[src/hdl/c3zs_pkg.sv]
// shared types and constants for the 3x3 zero-padded convolution stream
package c3zs_pkg;

	localparam int MAX_WIDTH  = 1024;
	localparam int MAX_HEIGHT = 4096;
	localparam int PIX_W      = 16;
	localparam int COEF_W     = 8;
	localparam int TAPS       = 3;

	localparam int COL_W  = $clog2(MAX_WIDTH);
	localparam int ROW_W  = $clog2(MAX_HEIGHT);
	localparam int FW_W   = COL_W + 1;
	localparam int FH_W   = ROW_W + 1;
	localparam int KROW_W = 8 * TAPS;
	localparam int PROD_W = PIX_W + COEF_W;
	localparam int RSUM_W = PROD_W + 1;
	localparam int OUT_W  = RSUM_W + 2;

	localparam int OUT_FIELDS_W = OUT_W + ROW_W + COL_W;
	localparam int OUT_TDATA_W  = ((OUT_FIELDS_W + 7) / 8) * 8;
	localparam int IN_TDATA_W   = ((PIX_W + 7) / 8) * 8;
	localparam int APB_ADDR_W   = 5;
	localparam int APB_DATA_W   = 32;

	localparam logic [FW_W-1:0]   FRAME_WIDTH_RST  = FW_W'(MAX_WIDTH);
	localparam logic [FH_W-1:0]   FRAME_HEIGHT_RST = FH_W'(MAX_HEIGHT);
	localparam logic [KROW_W-1:0] KROW_RST         = KROW_W'(24'h010101);

	typedef logic signed [PIX_W-1:0]  pixel_t;
	typedef logic signed [PROD_W-1:0] prod_t;
	typedef logic signed [RSUM_W-1:0] rsum_t;
	typedef logic signed [OUT_W-1:0]  fsum_t;
	typedef logic [KROW_W-1:0]        krow_t;

	typedef enum logic [2:0] {
		REG_FRAME_WIDTH  = 3'd0,
		REG_FRAME_HEIGHT = 3'd1,
		REG_KERNEL_TOP   = 3'd2,
		REG_KERNEL_MID   = 3'd3,
		REG_KERNEL_BOT   = 3'd4
	} reg_idx_t;

	// per-cycle instruction for one window row cell
	typedef struct packed {
		logic active;  // kernel row applies to this window row
		logic dc;      // take taps one column to the right
		logic zleft;   // left column lies outside the frame
	} cell_ctl_t;

endpackage

[src/hdl/c3zs_cell.sv]
// one window row: three taps, three coefficient products and a row sum
module c3zs_cell (
	input  logic                 clk,
	input  logic                 arst_n,
	input  logic                 shift,
	input  logic                 adv,
	input  c3zs_pkg::pixel_t     tap_in,
	input  c3zs_pkg::krow_t      coef_row,
	input  c3zs_pkg::cell_ctl_t  ctl,
	output c3zs_pkg::rsum_t      row_sum
);
	import c3zs_pkg::*;

	pixel_t tap_q   [TAPS];
	prod_t  prod_c  [TAPS];
	prod_t  prod_s3 [TAPS];
	rsum_t  row_sum_s4;

	always_ff @(posedge clk or negedge arst_n) begin
		if (!arst_n) begin
			tap_q <= '{default: '0};
		end else if (shift) begin
			tap_q[0] <= tap_q[1];
			tap_q[1] <= tap_q[2];
			tap_q[2] <= tap_in;
		end
	end

	for (genvar c = 0; c < TAPS; c++) begin : g_tap
		logic signed [COEF_W-1:0] coef;
		pixel_t                   tap_sel;
		logic                     tap_en;

		assign coef = coef_row[8*c +: COEF_W];

		if (c == TAPS - 1) begin : g_edge
			// shifted window has no right-hand column
			assign tap_sel = tap_q[c];
			assign tap_en  = ctl.active && !ctl.dc;
		end else begin : g_mid
			assign tap_sel = ctl.dc ? tap_q[c+1] : tap_q[c];
			assign tap_en  = ctl.active && !(ctl.zleft && (c == 0));
		end

		assign prod_c[c] = tap_en ? prod_t'(coef) * prod_t'(tap_sel) : '0;
	end

	always_ff @(posedge clk) begin
		if (adv) begin
			prod_s3    <= prod_c;
			row_sum_s4 <= rsum_t'(prod_s3[0]) + rsum_t'(prod_s3[1]) + rsum_t'(prod_s3[2]);
		end
	end

	assign row_sum = row_sum_s4;

endmodule

[config.mk]
export PLATFORM = sky130hd
export DESIGN_NAME = c3zs_cell
export DESIGN_NICKNAME = d
export VERILOG_FILES = /design/src/hdl/c3zs_pkg.sv /design/src/hdl/c3zs_cell.sv
export SDC_FILE = /design/constraint.sdc
export NUM_CORES = 1
export LEC_CHECK = 0
export BUFFER_PORTS_ARGS = -buffer_cell sky130_fd_sc_hd__clkbuf_2
export CELL_PAD_IN_SITES_DETAIL_PLACEMENT = 0
export CELL_PAD_IN_SITES_GLOBAL_PLACEMENT = 1
export CORE_ASPECT_RATIO = 2
export CORE_MARGIN = 2
export CORE_UTILIZATION = 47
export DETAILED_ROUTE_END_ITERATION = 8
export GPL_TIMING_DRIVEN = 0
export PLACE_DENSITY_LB_ADDON = 0.1
export SLEW_MARGIN = 10
export SYNTH_ARGS = -nofsm -noshare
export SYNTH_HDL_FRONTEND = slang
export SYNTH_SLANG_ARGS = --single-unit
[constraint.sdc]
create_clock -name clk -period 4.73 [get_ports clk]
set_input_delay 0.473 -clock clk [delete_from_list [all_inputs] [get_ports clk]]
set_output_delay 0.473 -clock clk [all_outputs]
set_load 0.005 [all_outputs]
; After elaboration in Yosys (flattened, before gate mapping)
; Index checks and enable logic that the tools add are counted.
[word_totals]
reg_bits = 145
in_bits = 47
out_inout_bits = 25
word_cells = 18
[op_classes]
n_addsub = 2
multipliers = 3
mux = 2
n_reduce_logical = 4
[op_table]
columns = op, count
row1 = multiplier 8 x 16 -> 24 bit, 3
row2 = two-way mux 16 bit, 2
row3 = adder 24 x 24 -> 25 bit, 1
row4 = adder 25 x 24 -> 25 bit, 1
row5 = logical AND 1 bit, 2
row6 = logical NOT 1 bit, 2

; Depth between registers and ports, before layout
; Gate-level depths: netlist (run 1).
[depth]
depth_word = 2
ltp_mapped = 20
ltp_nobuf = 18

; Worst setup path after synthesis (run 1)
; Ideal clock, no wire load.
[synth_timing]
path_kind = input-to-reg
from = in ctl[1] in the netlist's numbering
to = reg prod_s3[70] in the netlist's numbering (data pin)
setup_ns = 0.265
arrival_time_ns = 5.373
t_required_ns = 4.465
slack_ns = -0.908
path_stages = 18
n_path_buf = 2
path_cell_list = clkbuf_1 -> buf_1 -> mux2i_1 -> nor2b_1 -> fa_1 -> fa_1 -> fa_1 -> inv_1 -> fa_1 -> inv_1 -> ha_1 -> a21o_1 -> a21oi_1 -> nor2b_1 -> or2_1 -> o311a_1 -> o31ai_1 -> mux2i_1
[synth_between]
elab_chain_cells = 2
[synth_rtl]
columns = element, line
row1 = start: declaration, c3zs_cell.sv:9  ; input c3zs_pkg::cell_ctl_t ctl,
row2 = two-way mux 16 bit, c3zs_cell.sv:41  ; assign tap_sel = ctl.dc ? tap_q[c+1] : tap_q[c];
row3 = multiplier 8 x 16 -> 24 bit, c3zs_cell.sv:45  ; assign prod_c[c] = tap_en ? prod_t'(coef) * prod_t'(tap_sel) : '0;
row4 = end signal: assignment, c3zs_cell.sv:50  ; prod_s3 <= prod_c;
row5 = end: declaration, c3zs_cell.sv:16  ; prod_t prod_s3 [TAPS];
; No other way between the ends.
; A chain may end at the register's enable or synchronous reset.

; Final worst setup path (run 1)
[layout_timing]
from = in ctl[1] in the netlist's numbering
to = reg prod_s3[43] in the netlist's numbering (data pin)
; Same word-level chain as after synthesis.

==> results by stage, run 1 <==
Worst setup path:
- Along the worst path, the maximum fanout reaches 8.
- The kind of critical path is input port to flip-flop.
- The data arrival time at the worst-slack endpoint is 5.14 ns.
- The startpoint type of the worst setup path is an input port.
- The worst endpoint required time is 4.88 ns.
- STA classifies the critical path endpoint as a flip-flop.

Synthesis:
- A synthesized cell averages 10.09 µm².
- The number of synthesized register bits is 145.
- Counting every instance in the synthesized netlist gives 2054.
- Counting distinct cell types in the post-synthesis netlist gives 63.
- Of all flip-flops after synthesis, the portion carrying an async set or reset was 0.3310.
- The number of nets in the synthesized netlist is 2593.
- Of all cell types, the one taking the most synthesized area is sky130_fd_sc_hd__fa_1.
- The netlist area before placement is 20730 µm².
- In the post-synthesis netlist, the biggest area contributors are sky130_fd_sc_hd__fa_1 (32%), sky130_fd_sc_hd__edfxtp_1 (14%), sky130_fd_sc_hd__ha_1 (9.5%), sky130_fd_sc_hd__inv_1 (7.5%), sky130_fd_sc_hd__dfrtp_1 (5.8%).
- Yosys mapped a number of flops with a built-in enable equal to 97.
- The share of the Yosys chip area taken by registers is 0.1984.
- The area share of the leading cell type in the synthesized netlist is 0.3225.
- The main flop type after synthesis is sky130_fd_sc_hd__edfxtp_1.
- During synthesis, Yosys emitted a total of 0 warnings.

Clock network:
- The clock reaches the later pin of the worst-skew pair after 0.44 ns.
- The maximum buffer depth of the clock tree is 2.
- The count of clock tree sinks is 145.
- The CTS buffer count is 17.
- In this run, post-CTS hold repair placed 0 buffers.
- The clock tree root driver cell is sky130_fd_sc_hd__clkbuf_16.
- The H-tree was split into 4 levels.
- Clock-pin slew was measured on the worst setup and hold paths at 0.07 ns.
- TritonCTS built the clock tree.

Layout:
- The count of antenna diodes in the layout is 0.
- The area growth from synthesis to layout is 22.52%.
- In the layout the commonest cells are sky130_fd_sc_hd__inv_1 (397), sky130_fd_sc_hd__fa_1 (324), sky130_fd_sc_hd__nor2b_1 (151), sky130_fd_sc_hd__and2_1 (145), sky130_fd_sc_hd__ha_1 (116).
- The most common cell after layout, fill and taps aside is sky130_fd_sc_hd__inv_1.
- The final layout contains 2789 nets.
- Fill cells in the final layout number 3834.
- In the final layout, flip-flops and latches occupy 4129 µm².
- Of the cells placed in the final design, the portion with a size suffix greater than 1 is 0.2457.
- In the final layout, the multi-input gates occupy 16480 µm².

STA:
- Dividing the final minimum period by the clock period gives 1.053.
- The final number of setup-violating endpoints is 19.
- The shortest clock period the worst path allows after layout is 4.982 ns.
- Setup slack on the critical path of the routed design comes to -0.2523 ns.
- The tightest slew margin relative to the limit is 0.2782.
- The peak clock frequency supported by timing is 200.7 MHz.
- The final hold violation count is 0.
- The final setup skew is 0.009743 ns.
- The slew of the pin with the lowest slew margin is 1.083 ns.
- The final max-slew violation count is 0.
- Setup repair after global routing could not meet its margin everywhere.

GRT:
- The number of antenna violations at the first check in global routing is 0.
- The global-route wire length before repair is 89490 µm.
- The number of global-route vias before repair was 15990.
- Entering global routing, the biggest net connects 66 pins.
- Global routing finished with a remaining overflow of 0.
- The overall routing resource usage is 0.2566.

Placed design:
- At the end of routability-driven placement, the weighted congestion stood at 0.8937.
- The number of buffer cells added on primary ports is 69.
- The total half-perimeter wirelength after legalization and detailed placement is 48470 µm.
- The worst setup timing slack at the placement stage is -1.523 ns.

Die:
- The placeable core area is 43510 µm².
- The number of top-level pins is 72.
- The number of standard-cell rows in the floorplan is 108.
- The die height is 301.0 µm.
- The width of the die is 152.5 µm.
- The die covers 45910 µm².
- The starting density of the core is 0.4765.

Status:
- The checks that failed: negative setup slack.
- The flow ran to the end, but the final reports show violations.

Hold path:
- The worst hold path belongs to the class input port to async pin.

Job:
- Across the run, the number of max-cap violations was 0.

Detailed routing:
- The total vias in the final route is 14860.
- After detailed routing, the number of remaining DRC violations is 0.
- Using the TritonRoute via totals, the vias-per-cell ratio works out to 5.282.
- Wires add up to 58520 µm.
- Once detail routing completed, the nets flagged for antenna violations numbered 0.
- The count of TritonRoute iterations in the first routing pass is 4.
- For this block, the initial DRC count from the detailed router was 536.
- In the final routed layout, each cell accounts on average for 20.80 µm.
-- path summary, 6_finish.rpt --
check / from / slack (ns) / endpoint / cells past startpoint
worst max-delay path: ctl[1] / -0.25 / prod_s3[43] / 21
worst min-delay path: arst_n / 0.24 / tap_q[43] / 1
worst max register to register: tap_q[23] / -0.22 / prod_s3[43] / 19
worst min register to register: tap_q[46] / 0.51 / tap_q[46] / 1
max in group asynchronous: arst_n / 3.74 / tap_q[21] / 1
min in group clk: tap_in[9] / 0.26 / g_tap[2].tap_sel[9] / 2
-- layout make-up --
cell class,instances,share of cell area
Buffer,54,0.01497
Clock buffer,18,0.01689
Clock inverter,14,0.004729
Inverter,416,0.06147
Multi-Input combinational cell,1436,0.6490
Sequential cell,145,0.1625
Tap cell,550,0.02709
Timing Repair Buffer,180,0.06334
-- stage by stage --
stage	hold WS (ns)	std cells	util	instance area, µm²	TNS (ns)
after floorplan	0.1774	2054	-	21140	-1.720
after global placement	0.4855	2673	0.5095	22170	-32.68
after detailed placement	0.4961	2674	0.5102	22200	-33.35
after CTS	0.2531	2772	0.5550	24150	-4.121
after global routing	0.2544	2813	0.5838	25400	-5.320
final	0.2356	2813	0.5838	25400	-2.300
-- per-layer routing --
metal | routed length (µm) | global-route usage
met5 | 0 | 0
met4 | 2822 | 0.1078
met3 | 1206 | 0.02260
met2 | 34360 | 0.5187
met1 | 20130 | 0.2662
-- cell usage after synthesis, drive strengths merged (5+ instances only) --
library cell,number
nor2,80
nor3,30
nor2b,170
nand3,14
inv,415
nand2,70
ha,158
o211ai,7
o21bai,5
o22ai,5
nand2b,44
or2,7
o21a,19
clkbuf,53
xnor2,44
and2,152
mux2,54
and3,6
o21ai,37
edfxtp,97
o31ai,6
a21o,35
dfrtp,48
a211oi,6
a21oi,54
mux2i,31
fa,334
xor2,24
-- registers in the layout (all words and copies together) (netlist names) --
register	flops
g_tap.tap_sel	16
prod_s3	72
row_sum	25
tap_q	32
-- critical path: stages --
cell	delay, ns
sky130_fd_sc_hd__clkbuf_16	0.16
sky130_fd_sc_hd__buf_16	0.16
sky130_fd_sc_hd__mux2i_4	0.19
sky130_fd_sc_hd__buf_12	0.15
sky130_fd_sc_hd__buf_12	0.13
sky130_fd_sc_hd__and2_1	0.16
sky130_fd_sc_hd__fa_1	0.54
sky130_fd_sc_hd__fa_1	0.47
sky130_fd_sc_hd__fa_1	0.52
sky130_fd_sc_hd__inv_2	0.04
sky130_fd_sc_hd__fa_1	0.50
sky130_fd_sc_hd__inv_2	0.05
sky130_fd_sc_hd__ha_4	0.24
sky130_fd_sc_hd__o21a_1	0.20
sky130_fd_sc_hd__o21a_4	0.24
sky130_fd_sc_hd__o22ai_2	0.15
sky130_fd_sc_hd__o21a_4	0.21
sky130_fd_sc_hd__o21ai_4	0.09
sky130_fd_sc_hd__buf_12	0.15
sky130_fd_sc_hd__xnor2_4	0.22
sky130_fd_sc_hd__nor2_2	0.08
-- timing repair --
item | 4_1_cts | 5_1_grt
buffers inserted | 65 | 47
pin swaps | 28 | 63
gates cloned | 1 | 1
setup endpoints to repair | 40 | 37
gates resized for setup | 133 | 237
-- kinds of logic (layout without fill, tap and decap cells) --
group | Yosys count | count (layout) | share of synthesized area
compound gates | 203 | 203 | 0.06698
flops | 145 | 145 | 0.1984
buf+inv | 473 | 682 | 0.08563
fa+ha+maj | 492 | 492 | 0.4178
xor+xnor | 68 | 68 | 0.02872
simple gates | 588 | 588 | 0.1581
mux | 85 | 85 | 0.04429
Power of run 1 is not shown: default switching activity piles up to over one toggle a cycle in this logic, so the estimate is an artifact.
==> inputs of run 2 (changes only) <==
==> config.mk (replaced) <==
export PLATFORM = sky130hd
export DESIGN_NAME = c3zs_cell
export DESIGN_NICKNAME = d
export VERILOG_FILES = /design/src/hdl/c3zs_pkg.sv /design/src/hdl/c3zs_cell.sv
export SDC_FILE = /design/constraint.sdc
export NUM_CORES = 1
export LEC_CHECK = 0
export BUFFER_PORTS_ARGS = -buffer_cell sky130_fd_sc_hd__clkbuf_2
export CORE_ASPECT_RATIO = 2
export CORE_UTILIZATION = 59
export DETAILED_ROUTE_END_ITERATION = 8
export GPL_TIMING_DRIVEN = 0
export PLACE_DENSITY = 0.79
export SLEW_MARGIN = 10
export SYNTH_ARGS = -nofsm -noshare
export SYNTH_HDL_FRONTEND = slang
export SYNTH_SLANG_ARGS = --single-unit
==> run 2 against run 1 <==
Against the previous run: the run still ends with negative setup slack left; fmax is 7.5% lower; worst hold slack better by 0.026 ns; die area is 22% lower; cell count is 4.3% lower; utilization is 14 points higher; via count is 7.3% higher; worst setup slack worse by 0.41 ns; highest routed layer unchanged.
==> results by stage, run 2 (same netlist as run 1, synthesis figures left out) <==
Status:
- The run finished, with violations left.
- The checks that failed: negative setup slack.

Detailed routing:
- In the final routed layout, each cell accounts on average for 22.36 µm.
- The routed layout has 15940 vias.
- For this run, design rule violations remaining after detail routing come to 0.
- The final wirelength is 60170 µm.
- The violation count after the first detailed-route iteration is 953.
- For this run, the detailed router's first-pass iteration total came to 5.
- The detail-routed via count per cell is 5.925.
- The number of routed nets with antenna violations is 0.

STA:
- The final hold violation count is 0.
- The final worst-path setup slack is -0.6576 ns.
- The final max-slew violation count came to 0.
- For the pin with the worst max-slew slack, the measured transition is 1.134 ns.
- The shortest clock period the worst path allows after layout is 5.388 ns.
- Setup total negative slack on the finished layout was measured at -7.200 ns.
- Based on the critical path, the design can be clocked at up to 185.6 MHz.
- The final setup skew is 0.01316 ns.
- The final number of setup-violating endpoints is 27.
- Setup repair after global routing could not meet its margin everywhere.
- Of the available clock period, the critical path in the final layout requires 1.139.
- The tightest slew margin relative to the limit is 0.2440.

Layout:
- More flip-flops sit in one register than any other, and that register is prod_s3.
- The share of cells above drive strength 1 is 0.2422.
- The number of flip-flops under the largest register name is 72.
- Counting the fill cells in the layout gives 2199.
- Relative to the synthesized area, the layout overhead comes to 21.01%.
- For this run, the post-layout net count is 2776.
- The repair_antennas step left the layout with diodes totalling 0.
- The library cell used most frequently in the layout, excluding fill and tap cells, is sky130_fd_sc_hd__inv_1.
- The count of non-filler cells in the finished layout is 2691.
- The top cell types in the final layout, fill and taps aside, are sky130_fd_sc_hd__inv_1 (393), sky130_fd_sc_hd__fa_1 (320), sky130_fd_sc_hd__nor2b_1 (154), sky130_fd_sc_hd__and2_1 (145), sky130_fd_sc_hd__ha_1 (122).
- Once layout is done, the placed cells without fillers occupy 25090 µm².

GRT:
- The number of global-route vias before repair is 17050.
- Entering global routing, the biggest net connects 62 pins.
- The overall routing resource usage is 0.3254.
- The final global-route overflow total is 0.
- The number of antenna violations at the first check in global routing is 0.
- The global-route wire length before repair is 87710 µm.

Placed design:
- The congestion estimate from routability-driven global placement came to 0.9362.
- Detailed placement ended at an HPWL of 44220 µm.
- Including well taps, the total number of placed cells is 2565.
- The placed instances occupy a cell area of 22060 µm².
- The worst setup timing slack at the placement stage is -1.352 ns.
- Port buffering added 69 buffers.

Die:
- After floorplanning, the core was divided into 96 placement rows.
- The placeable core area is 34470 µm².
- Measured along the y axis, the die boundary spans 267.1 µm.
- The initial utilization of the core area, before any placement, comes to 0.6014.
- The number of top-level pins is 72.
- The width of the die is 134.6 µm.
- The die covers 35940 µm².

Clock network:
- The clock tree root driver cell is sky130_fd_sc_hd__clkbuf_16.
- The clock tree from TritonCTS is built.
- The maximum buffer depth of the clock tree is 2.
- The level count of the clock H-tree is 4.
- For this design, the CTS-stage hold fixing added 0 buffers.
- The number of clock buffers added by TritonCTS is 17.
- The clock slew seen by the registers of the worst setup and hold paths is 0.07 ns.
- The later pin in the worst-skew pair is clocked with a latency of 0.43 ns.
- The clock drives 145 sinks.

Worst setup path:
- The worst endpoint required time is 4.96 ns.
- The worst setup path is launched from a flip-flop.
- The largest fanout on the critical path is 5.
- STA classifies the critical path endpoint as a flip-flop.
- The critical path in this run is classified as flip-flop to flip-flop.
- Data arrives at the worst endpoint at 5.62 ns.
- The worst register-to-register path has a setup slack of -0.66 ns.

Hold path:
- The class of the worst hold path is input port to async pin.

Job:
- The max-cap check violation count is 0.
[run 2: layout make-up]
class,instances,area (µm²),share of cell area
inverters,416,1562,0.06224
flip-flops and latches,145,4125,0.1644
plain buffers,55,351.6,0.01401
clock inverters,15,166.4,0.006632
clock buffers,17,425.4,0.01696
well taps,441,551.8,0.02199
repair buffers,166,1435,0.05720
multi-input cells,1436,16470,0.6566
[run 2: final timing paths]
path,end,start,cells after the start
max,prod_s3[68],tap_q[24],17
min,tap_q[30],arst_n,1
max reg2reg,prod_s3[68],tap_q[24],17
min reg2reg,tap_q[46],tap_q[46],1
max in group asynchronous,tap_q[20],arst_n,1
min in group clk,g_tap[2].tap_sel[15],tap_in[15],2
[run 2: critical path, stage by stage (launching register included)]
cell and delay (ns):
sky130_fd_sc_hd__dfrtp_2 0.44, sky130_fd_sc_hd__mux2i_4 0.35, sky130_fd_sc_hd__buf_4 0.18, sky130_fd_sc_hd__nor2b_1 0.05
sky130_fd_sc_hd__fa_1 0.52, sky130_fd_sc_hd__fa_2 0.42, sky130_fd_sc_hd__fa_1 0.57, sky130_fd_sc_hd__inv_1 0.07
sky130_fd_sc_hd__fa_1 0.50, sky130_fd_sc_hd__inv_1 0.08, sky130_fd_sc_hd__ha_4 0.24, sky130_fd_sc_hd__a21o_1 0.20
sky130_fd_sc_hd__a21oi_2 0.16, sky130_fd_sc_hd__nor2b_2 0.11, sky130_fd_sc_hd__or2_1 0.26, sky130_fd_sc_hd__o311a_4 0.37
sky130_fd_sc_hd__o22ai_4 0.26, sky130_fd_sc_hd__mux2i_4 0.39
[run 2: repair_timing]
| action | CTS | global route |
|---|---|---|
| pin swaps | 34 | 60 |
| endpoints found under the setup margin | 37 | 40 |
| setup buffers | 57 | 37 |
| resized for setup | 161 | 187 |
| gates cloned | 1 | 1 |
[run 2: routing by layer]
layer  share of wire  wire [µm]  vias to the layer above  GRT usage
met3           0.048       2873                      360    0.03767
li1                -          -                     6812          -
met5               0          0                        -          0
met2            0.54      32570                      688     0.6017
met4           0.097       5835                        0     0.2551
met1            0.31      18880                     8084     0.3263
[run 2: per-stage QoR]
step / util / hold slack, ns
global placement: 0.6392 / 0.4850
finish: 0.7278 / 0.2612
floorplan: - / 0.1774
global route: 0.7278 / 0.2759
CTS: 0.6971 / 0.2635
detailed placement: 0.6400 / 0.4953
Power of run 2 is left out for the same reason.
==> inputs of run 3 (changes only) <==
--- a/config.mk
+++ b/config.mk
@@ -10,7 +10,7 @@
 export CORE_UTILIZATION = 59
 export DETAILED_ROUTE_END_ITERATION = 8
 export GPL_TIMING_DRIVEN = 0
-export PLACE_DENSITY = 0.79
+export PLACE_DENSITY = 0.86
 export SLEW_MARGIN = 10
 export SYNTH_ARGS = -nofsm -noshare
 export SYNTH_HDL_FRONTEND = slang
==> run 3 against run 2 <==
Against the previous run: the flow still finishes with violations (negative setup slack); largest cell class unchanged; via count rose by 7.4%; register-to-register slack barely moved; wire length rose by 13%; fmax fell by 2.5%; sequential share of layout area fell by 0.13 points; global-route usage rose by 3.4 points; clock skew barely moved; highest routed layer is now met5; die area did not move; worst setup slack got worse by 0.14 ns.
==> results by stage, run 3 (same netlist as run 1, synthesis figures left out) <==
Layout:
- Relative to the synthesized area, the layout overhead comes to 21.98%.
- The most common cell after layout, fill and taps aside is sky130_fd_sc_hd__inv_1.
- The largest register by flop count is prod_s3.
- The end-of-flow core utilization is 0.7336.
- The number of nets in the layout is 2805.
- Of the cells placed in the final design, the portion with a size suffix greater than 1 is 0.2519.
- The register with the most flip-flops in the layout has 72 of them.
- In the layout the commonest cells are sky130_fd_sc_hd__inv_1 (387), sky130_fd_sc_hd__fa_1 (317), sky130_fd_sc_hd__and2_1 (145), sky130_fd_sc_hd__nor2b_1 (144), sky130_fd_sc_hd__ha_1 (122).

Job:
- Max-cap violations in this run came to 0.

Detailed routing:
- For this block, the via count after detailed routing is 17120.
- The DRC violation count after routing is 0.
- The count of TritonRoute iterations in the first routing pass is 9.
- Summed over all layers, the routed wires come to 68110 µm.
- The detail route stage leaves a number of antenna-violating nets equal to 0.
- In this run, the number of DRC markers left after iteration 0 of detailed routing was 1447.
- The detail-routed via count per cell is 6.291.
- The detail-routed net length per standard cell is 25.03 µm.

STA:
- Setup violations remaining at the end of the flow were counted as 41.
- The tightest slew margin relative to the limit is 0.2528.
- The slew of the pin with the lowest slew margin is 1.121 ns.
- For the finished layout, the period the worst path requires is 5.527 ns.
- Derived from the worst setup path, the maximum achievable clock frequency is 180.9 MHz.
- The final hold violation count is 0.
- The final worst-path setup slack is -0.7971 ns.
- In the finished design, the share of the clock period the worst path needs comes to 1.169.
- For the final database, setup skew stands at 0.01274 ns.
- The final max-slew violation count was 0.
- Setup repair after global routing could not meet its margin everywhere.

Worst setup path:
- Tracing the worst setup path back leads to its startpoint at ctl[1].
- STA classifies the critical path startpoint as an input port.
- The worst endpoint required time is 4.95 ns.
- The endpoint kind of the worst setup timing path is a flip-flop.
- The critical path in this run is classified as input port to flip-flop.
- The setup slack on the worst flop-to-flop path is -0.67 ns.
- Of all nets on the critical path, the largest fanout is 6.
- The data arrival time at the worst-slack endpoint is 5.75 ns.
- For the worst flop-to-flop path, the logic depth is 16.
- The critical register-to-register path startpoint is tap_q[17].

Clock network:
- The level count of the clock H-tree is 4.
- TritonCTS built the clock tree.
- The clock tree root driver cell is sky130_fd_sc_hd__clkbuf_16.
- The CTS buffer count is 17.
- The clock passes through at most 2 buffers.
- The clock insertion delay at the later pin of the skew report is 0.45 ns.
- Clock tree synthesis found a total of 145 sinks.
- After clock tree synthesis, the clock-pin slew on the worst setup and hold paths is 0.06 ns.

Placed design:
- The congestion estimate from routability-driven global placement came to 0.9534.
- Buffers placed on the I/O ports in this run total 69.
- The worst setup timing slack at the placement stage is -1.230 ns.
- Once detailed placement completed, the half-perimeter wirelength came to 43750 µm.

GRT:
- The number of antenna violations at the first check in global routing was 1.
- The first global-routing pass estimated 95400 µm of wire.
- The overall routing resource usage is 0.3591.
- The maximum number of pins on one net before global-route repair is 70.
- The number of global-route vias before repair came to 18220.
- The final global-route overflow total is 0.

Die:
- Measured along the y axis, the die boundary spans 267.1 µm.
- The starting density of the core is 0.6014.
- The width of the die is 134.6 µm.
- The die covers 35940 µm².
- The core region is 34470 µm².
- The floorplan has 96 rows.
- 72 I/O pins were placed.

Hold path:
- The class of the worst hold path is input port to async pin.

Status:
- The final reports fail on negative setup slack.
- The flow ran to the end, but the final reports show violations.
run 3: cell count changes in the layout (fill, tap and decap cells not counted), sizes merged:
cell / delta
buf: +31
clkinvlp: +2
clkbuf: -1
inv: -4
diode: +1
clkinv: +1
run 3: cell type report:
| class | count | area [µm²] |
|---|---|---|
| sequential | 145 | 4125 |
| fill | 2007 | 9183 |
| multi-input combinational | 1436 | 16390 |
| antenna | 1 | 2.502 |
| inverter | 416 | 1562 |
| clock buffer | 18 | 429.2 |
| tap | 441 | 551.8 |
| timing repair buffer | 194 | 1687 |
| buffer | 56 | 391.6 |
| clock inverter | 14 | 150.1 |
run 3: worst max-delay path: stages:
cell,delay [ns]
sky130_fd_sc_hd__clkbuf_16,0.14
sky130_fd_sc_hd__buf_16,0.14
sky130_fd_sc_hd__buf_12,0.13
sky130_fd_sc_hd__buf_4,0.13
sky130_fd_sc_hd__mux2i_4,0.55
sky130_fd_sc_hd__and2_1,0.23
sky130_fd_sc_hd__fa_1,0.44
sky130_fd_sc_hd__fa_1,0.44
sky130_fd_sc_hd__fa_1,0.47
sky130_fd_sc_hd__inv_1,0.10
sky130_fd_sc_hd__fa_1,0.39
sky130_fd_sc_hd__inv_1,0.15
sky130_fd_sc_hd__ha_4,0.20
sky130_fd_sc_hd__a21o_1,0.21
sky130_fd_sc_hd__a21oi_4,0.19
sky130_fd_sc_hd__nor2b_4,0.06
sky130_fd_sc_hd__or2_4,0.27
sky130_fd_sc_hd__o311a_4,0.40
sky130_fd_sc_hd__o22ai_4,0.19
sky130_fd_sc_hd__mux2i_4,0.42
run 3: final timing paths:
check / endpoint
setup reg to reg: prod_s3[68]
setup / recovery: prod_s3[68]
hold reg to reg: tap_q[46]
max in group asynchronous: tap_q[21]
hold / removal: g_tap[2].tap_sel[14]
min in group clk: g_tap[2].tap_sel[8]
run 3: stage by stage:
step	hold slack [ns]	setup TNS (ns)	std cells	instance area, µm²
after global routing	0.2501	-16.60	2720	25290
after global placement	0.4864	-24.52	2564	22030
after CTS	0.2608	-2.350	2676	24390
final	0.2488	-14.57	2721	25290
after floorplan	0.1774	-1.720	2054	21140
after detailed placement	0.4960	-27.27	2565	22060
run 3: per-layer routing:
| layer | GRT usage | up-vias | wire (µm) |
|---|---|---|---|
| li1 | - | 6858 | - |
| met1 | 0.3591 | 8433 | 20620 |
| met2 | 0.6401 | 1284 | 34310 |
| met3 | 0.05906 | 541 | 5737 |
| met4 | 0.3079 | 2 | 7424 |
| met5 | 0 | - | 18 |
run 3: repair_timing:
action	CTS	global route
setup endpoints to repair	37	40
pin swaps	73	94
setup buffers	81	48
gates cloned	1	0
gates resized for setup	200	177
hold buffers	0	0
Power of run 3 is left out for the same reason.
